<file path="src/design/u8tok_pkg.sv">
// shared constants, types and utf-8 helper functions of the code point tokenizer
// no dependencies
`timescale 1ns / 1ps
package u8tok_pkg;

   localparam int VOCAB_DEPTH = 1024;
   localparam int ADDR_W      = $clog2(VOCAB_DEPTH);
   localparam int CNT_W       = ADDR_W + 1;
   localparam int CP_W        = 21;
   localparam int ID_W        = 10;
   localparam int REQ_DATA_W  = 8;
   localparam int RSP_DATA_W  = 24;
   localparam int RSP_USER_W  = 2;

   localparam logic [ID_W-1:0]  ID_BOS   = ID_W'(1);
   localparam logic [ID_W-1:0]  ID_EOS   = ID_W'(2);
   localparam logic [ID_W-1:0]  ID_UNK   = ID_W'(3);
   localparam logic [CNT_W-1:0] FIRST_ID = CNT_W'(4);
   localparam logic [ID_W-1:0]  ADD_MAX  = {ID_W{1'b1}};

   localparam logic FUNC_BYTE = 1'b0;
   localparam logic FUNC_EOT  = 1'b1;

   localparam logic CSR_LOWER = 1'b0;
   localparam logic CSR_LEARN = 1'b1;

   localparam logic [2:0] LEN_BAD  = 3'd0;
   localparam logic [2:0] LEN_ONE  = 3'd1;
   localparam logic [2:0] LEN_TWO  = 3'd2;
   localparam logic [2:0] LEN_THREE = 3'd3;
   localparam logic [2:0] LEN_FOUR = 3'd4;

   typedef struct packed {
      logic accept;
      logic emit_bos;
      logic load;
      logic load_sel;
      logic apply;
      logic final_emit;
   } cmd_type;

   typedef struct packed {
      logic out_free;
      logic scan_busy;
      logic bos;
      logic cpa_vld;
      logic cpb_vld;
      logic eot;
   } status_type;

   function automatic logic [2:0] seq_len(input logic [7:0] b);
      logic [2:0] len;
      if (b[7] == 1'b0)            len = LEN_ONE;
      else if (b[7:5] == 3'b110)   len = LEN_TWO;
      else if (b[7:4] == 4'b1110)  len = LEN_THREE;
      else if (b[7:3] == 5'b11110) len = LEN_FOUR;
      else                         len = LEN_BAD;
      return len;
   endfunction

   function automatic logic [CP_W-1:0] norm_cp(input logic [CP_W-1:0] cp,
                                               input logic lower);
      logic [CP_W-1:0] c;
      c = cp;
      if (c == CP_W'(32'h2018) || c == CP_W'(32'h2019)) c = CP_W'(32'h27);
      if (lower && c >= CP_W'(32'h41) && c <= CP_W'(32'h5A)) c = c + CP_W'(32'h20);
      return c;
   endfunction

   function automatic logic [CP_W-1:0] dec2(input logic [7:0] b0, input logic [7:0] b1);
      return CP_W'({b0[4:0], b1[5:0]});
   endfunction

endpackage

</file>
<file path="src/design/u8tok_ctrl.sv">
// controller: sequences bos, code point lookups and the end of text result
// depends on u8tok_pkg
`timescale 1ns / 1ps
module u8tok_ctrl (
   input  logic                 clock,
   input  logic                 reset,
   input  logic                 req_tvalid,
   output logic                 req_tready,
   input  u8tok_pkg::status_type sts,
   output u8tok_pkg::cmd_type    cmd
);
   typedef enum logic [2:0] {
      ST_IDLE, ST_BOS, ST_LOAD, ST_SCAN, ST_APPLY, ST_FINAL
   } state_type;

   state_type state_ff, state_in;
   logic      sel_ff, sel_in;
   logic      ready_ff;
   state_type after_bos, after_cp;

   always_comb begin
      after_bos = sts.cpa_vld ? ST_LOAD : (sts.eot ? ST_FINAL : ST_IDLE);
      after_cp  = (!sel_ff && sts.cpb_vld) ? ST_LOAD : (sts.eot ? ST_FINAL : ST_IDLE);
      cmd = '0;
      cmd.accept   = ready_ff && req_tvalid;
      cmd.load_sel = sel_ff;
      state_in = state_ff;
      sel_in   = sel_ff;
      case (state_ff)
         ST_IDLE: begin
            sel_in = 1'b0;
            if (cmd.accept) state_in = ST_BOS;
         end
         ST_BOS: begin
            if (!sts.bos) state_in = after_bos;
            else if (sts.out_free) begin
               cmd.emit_bos = 1'b1;
               state_in = after_bos;
            end
         end
         ST_LOAD: begin
            cmd.load = 1'b1;
            state_in = ST_SCAN;
         end
         ST_SCAN: begin
            if (!sts.scan_busy) state_in = ST_APPLY;
         end
         ST_APPLY: begin
            if (sts.out_free) begin
               cmd.apply = 1'b1;
               state_in = after_cp;
               sel_in = 1'b1;
            end
         end
         ST_FINAL: begin
            if (sts.out_free) begin
               cmd.final_emit = 1'b1;
               state_in = ST_IDLE;
            end
         end
         default: state_in = ST_IDLE;
      endcase
   end

   always_ff @(posedge clock) begin
      if (reset) begin
         state_ff <= ST_IDLE;
         sel_ff   <= 1'b0;
         ready_ff <= 1'b0;
      end else begin
         state_ff <= state_in;
         sel_ff   <= sel_in;
         ready_ff <= (state_in == ST_IDLE) && !cmd.accept;
      end
   end

   assign req_tready = ready_ff;
endmodule

</file>
<file path="config.mk">
export PLATFORM = sky130hd
export DESIGN_NAME = u8tok_ctrl
export DESIGN_NICKNAME = d
export VERILOG_FILES = /design/src/design/u8tok_pkg.sv /design/src/design/u8tok_ctrl.sv
export SDC_FILE = /design/constraint.sdc
export NUM_CORES = 1
export LEC_CHECK = 0
export BUFFER_PORTS_ARGS = -buffer_cell sky130_fd_sc_hd__buf_4
export CORE_MARGIN = 8
export CORE_UTILIZATION = 30
export CTS_BUF_LIST = sky130_fd_sc_hd__clkbuf_16
export DETAILED_ROUTE_END_ITERATION = 8
export MAX_ROUTING_LAYER = met4
export PLACE_DENSITY_LB_ADDON = 0.1
export SYNTH_ARGS = -nofsm -noshare
export SYNTH_HDL_FRONTEND = slang
export SYNTH_SLANG_ARGS = --single-unit
</file>
<file path="constraint.sdc">
create_clock -name clock -period 1.6 [get_ports clock]
set_input_delay 0.08 -clock clock [delete_from_list [all_inputs] [get_ports clock]]
set_output_delay 0.08 -clock clock [all_outputs]
set_load 0.03 [all_outputs]
</file>
### Yosys cells after proc, flatten, opt, wreduce, memory -nomap -nowiden

Cells that the tools add are included.

* equal/unequal tests: 6
* muxes and demuxes: 18
* reductions and logical operators: 9

Operators with widths (number)
* $mux 3: 9
* $pmux 3 s6: 1
* $mux 1: 7
* $eq 3x2->1 const B: 2
* $eq 3x3->1 const B: 2
* $logic_not 3->1: 2
* $eq 3x1->1 const B: 1
* $logic_and 1x1->1: 3
* $logic_not 1->1: 2
* $ne 2x2->1 const B: 1
* $pmux 1 s2: 1
* $reduce_and 2->1: 1
* $reduce_bool 2->1: 1

* bits in registers: 5
* bits of input ports: 9
* output and inout port bits: 7
* logic and storage cells: 36

### Logic depth before layout (Yosys ltp)

* word-level depth: 7
* mapped depth: 6
* depth with buffers taken out: 5

### Worst setup path before layout

Ideal clock, no wire load.

* path type: reg-to-reg
* start point: reg ready_ff, in the netlist req_tready
* end point: reg state_ff[0]
* library setup time: 114 ps
* data arrival time: 1300 ps
* required time: 1486 ps
* slack: 187 ps
* cell stages (with the launch flop): 6
* buffers on the path: 0
* period minus slack after synthesis: 1413 ps
* cell sequence: dfxtp_1 and2_1 a22oi_1 nor2_1 a211o_1 nor2b_1

RTL lines
* start, declared: RTL line u8tok_ctrl.sv:18 `logic ready_ff;`
* start signal, assigned: RTL line u8tok_ctrl.sv:73 `ready_ff <= (state_in == ST_IDLE) && !cmd.accept;`
* end signal, assigned: RTL line u8tok_ctrl.sv:71 `state_ff <= state_in;`
* end, declared: RTL line u8tok_ctrl.sv:16 `state_type state_ff, state_in;`

==> impl_metrics.csv <==
group,metric,value,unit
critical_path,timing.critical_path.from,"state_ff[0]$_SDFF_PP0_",
layout,antenna_cells,0,
timing,post-route-period-util,91.0,%
global_route,track_usage,7.88,%
drt,drt-total-wl,994,µm
die,rows,13,
timing,rsz0062_at_grt,"false",
logic_synthesis,syn_nets,58,
die,dieArea,2750,µm²
min_path,hold_start,"reset",
clock_tree,root_buffer,"clkbuf_16",
critical_path,startpoint_type,"flip-flop",
clock_tree,cts_buffers,3,
die,die_w,52.5,µm
critical_path,cp.arrival,1.38,ns
critical_path,r2r_cells,5,
timing,finalMaxSlewViolations,0,
timing,hold_violations,0,
pwr,pwr_density_cell,1240,nW/µm²
placed_design,dp_cells,76,
pwr,p_leak,0.280,nW
placed_design,portBuffers,15,
drt,remaining_drc_errors,0,
die,io-pin-count,16,
layout,post_route_cells_drive_above_1_share,40.0,%
drt,vias_per_cell,4.98,
drt,antenna_left,0,
die,core_area,1270,µm²
logic_synthesis,syn-cell-area,399,µm²
critical_path,path_cells,"nor2b_2 > and4b_1 > buf_4",
clock_tree,clk_latency,0.23,ns
min_path,min_path_type,"in -> reg",
logic_synthesis,yosysUniqueCellTypes,29,
critical_path,cp_num_buf_inv,1,
layout,final_cells,80,
layout,multi_input_area,254,µm²
critical_path,path_delay_family,"flip-flops",
global_route,antenna_found_initial,0,
placed_design,gp_congestion,0.770,
die,dieHeight,52.5,µm
die,initial_core_util,31.5,%
outcome,status,"completed",
clock_tree,postCtsSetupRepairBufs,0,
logic_synthesis,yosysTopAreaCellShare,25.1,%
critical_path,max_stage_delay,0.51,ns
logic_synthesis,synth.area.top_cells,"dfxtp_1 25%, nor2b_1 7.8%, nor4_4 5.3%, nor2_1 4.7%, a21oi_1 3.8%",
timing,max_clock_freq,687,MHz
drt,first_iter_violations,3,
critical_path,path_depth,3,
timing,worst_pin_slew,0.426,ns
logic_synthesis,ys_seq_elements,5,
logic_synthesis,yosysWarnings,0,
logic_synthesis,yosys.area.top_type,"dfxtp_1",
critical_path,crit_type,"reg -> out",
timing,setup_tns,0,ns
layout,synthToLayoutAreaGrowth,46.7,%
clock_tree,holdBufCountCts,0,
global_route,overflow,0,
critical_path,required,1.52,ns
critical_path,cp-endpoint,"cmd[4]",
timing,slew_headroom,71.6,%
global_route,grt_pass1_vias,401,
critical_path,crit_slowest_cell,"dfxtp_1",
drt,num_vias,398,
critical_path,cp_max_fo,9,
clock_tree,htree_levels,1,
clock_tree,cts_resized,0,
layout,fill_cells,139,
pwr,ir_worst_vdd,0.708,mV
logic_synthesis,syn_avg_cell_area,8.15,µm²
drt,wl_per_cell,12.4,µm
layout,final_util,46.2,%
flow_run,max_cap_violations,0,
logic_synthesis,synthCells,49,
global_route,grt_pass1_wl,1630,µm
timing,holdWs,0.0510,ns
layout,regArea,100,µm²
layout,finalNetCount,75,
critical_path,end_kind,"primary output",
critical_path,regToRegEndpoint,"state_ff[2]$_SDFF_PP0_",
critical_path,rr_startpoint,"state_ff[0]$_SDFF_PP0_",
logic_synthesis,ys_seq_area_share,25.1,%
clock_tree,clock_path_buffers,2,
clock_tree,clk_pin_slew,0.03,ns
timing,setup_viol,0,
clock_tree,numClockSinks,5,
drt,dr.pass1.iters,2,
timing,clock_skew,0.00160,ns
global_route,grt_max_degree,13,
clock_tree,tritoncts,"yes",
critical_path,rrSetupSlack,0.19,ns
timing,period_minus_slack,1.46,ns
per-stage QoR:
step | setup WS (ns) | total power [mW] | instance area (µm²)
2_1_floorplan | 0.187 | 0.278 | 399
3_3_place_gp | 0.175 | 0.329 | 507
3_5_place_dp | 0.205 | 0.327 | 507
4_1_cts | 0.135 | 0.731 | 586
5_1_grt | 0.0598 | 0.759 | 586
6_report | 0.144 | 0.724 | 586
cell type report:
class                      instances  area share (%)
multi-input combinational         37            43.4
sequential                         5            17.1
clock inverter                     1           0.641
timing repair buffer              16            20.5
clock buffer                       3            12.8
tap                               15            3.21
inverter                           3            2.35
synthesized netlist by cell type:
cell type / n
inv_4: 1
o21ai_0: 1
o21ai_1: 2
a2bb2oi_1: 1
inv_1: 2
a22oi_1: 1
a22oi_2: 1
and2b_1: 1
dfxtp_1: 5
and3_1: 2
and4b_1: 1
a21oi_1: 3
a211oi_2: 1
nor2_2: 1
and4_1: 1
nand2_1: 2
nand2b_1: 1
buf_4: 2
a32oi_1: 1
buf_2: 1
and2_1: 1
nor2_1: 5
nor4_4: 1
nor2b_2: 1
nor2b_1: 5
a211o_1: 1
nor3_1: 2
nor3_2: 1
buf_6: 1
routing by layer:
metal	share of wire, %	vias up	global-route usage, %	wire (µm)
li1	-	202	-	-
met1	42	182	8.33	422
met2	47	12	11.9	466
met3	9.5	2	4.83	94
met4	1.1	0	2.59	11
met5	0	-	-	0
registers in the layout, summed over array words and instances (netlist names):
name / cells
req_tready: 1
state_ff: 3
sel_ff: 1
worst min-delay path by stage:
stage	to	slack (ns)	cells after the start
after CTS	state_ff[0]$_SDFF_PP0_	0.05	2
after floorplan	state_ff[0]$_SDFF_PP0_	0.15	1
after global routing	state_ff[0]$_SDFF_PP0_	0.06	2
after global placement	state_ff[0]$_SDFF_PP0_	0.28	2
final	state_ff[0]$_SDFF_PP0_	0.05	2
after detailed placement	state_ff[0]$_SDFF_PP0_	0.28	2
kinds of logic after synthesis:
| group | share of synthesized area, % |
|---|---|
| compound gates | 22.3 |
| buf+inv | 11.3 |
| flops | 25.1 |
| simple gates | 41.4 |
worst register-to-register path: stages (launching register included):
cell     delay [ns]
dfxtp_1        0.51
inv_4          0.06
nor4_4         0.31
a32oi_1        0.10
a22oi_2        0.23
and2b_1        0.14
cells in the final DEF (no fill, tap or decap), drive strengths merged:
master and count:
buf 16, nor2 6, nor2b 6, dfxtp 5
inv 4, a21oi 3, clkbuf 3, o21ai 3
nor3 3, and3 2, nand2 2, a22oi 2
nand2b 1, and2 1, and4b 1, a2bb2oi 1
nor4 1, a32oi 1, and4 1, a211oi 1
a211o 1, and2b 1
report_power, final:
part | leakage, nW | internal, mW | total [mW] | switching, mW
Combinational | 0.197 | 0.0760 | 0.165 | 0.0887
Sequential | 0.0408 | 0.140 | 0.159 | 0.0198
Clock | 0.0423 | 0.323 | 0.400 | 0.0770
Total | 0.280 | 0.539 | 0.724 | 0.185
Note: power is estimated with default switching activity, not from simulation.
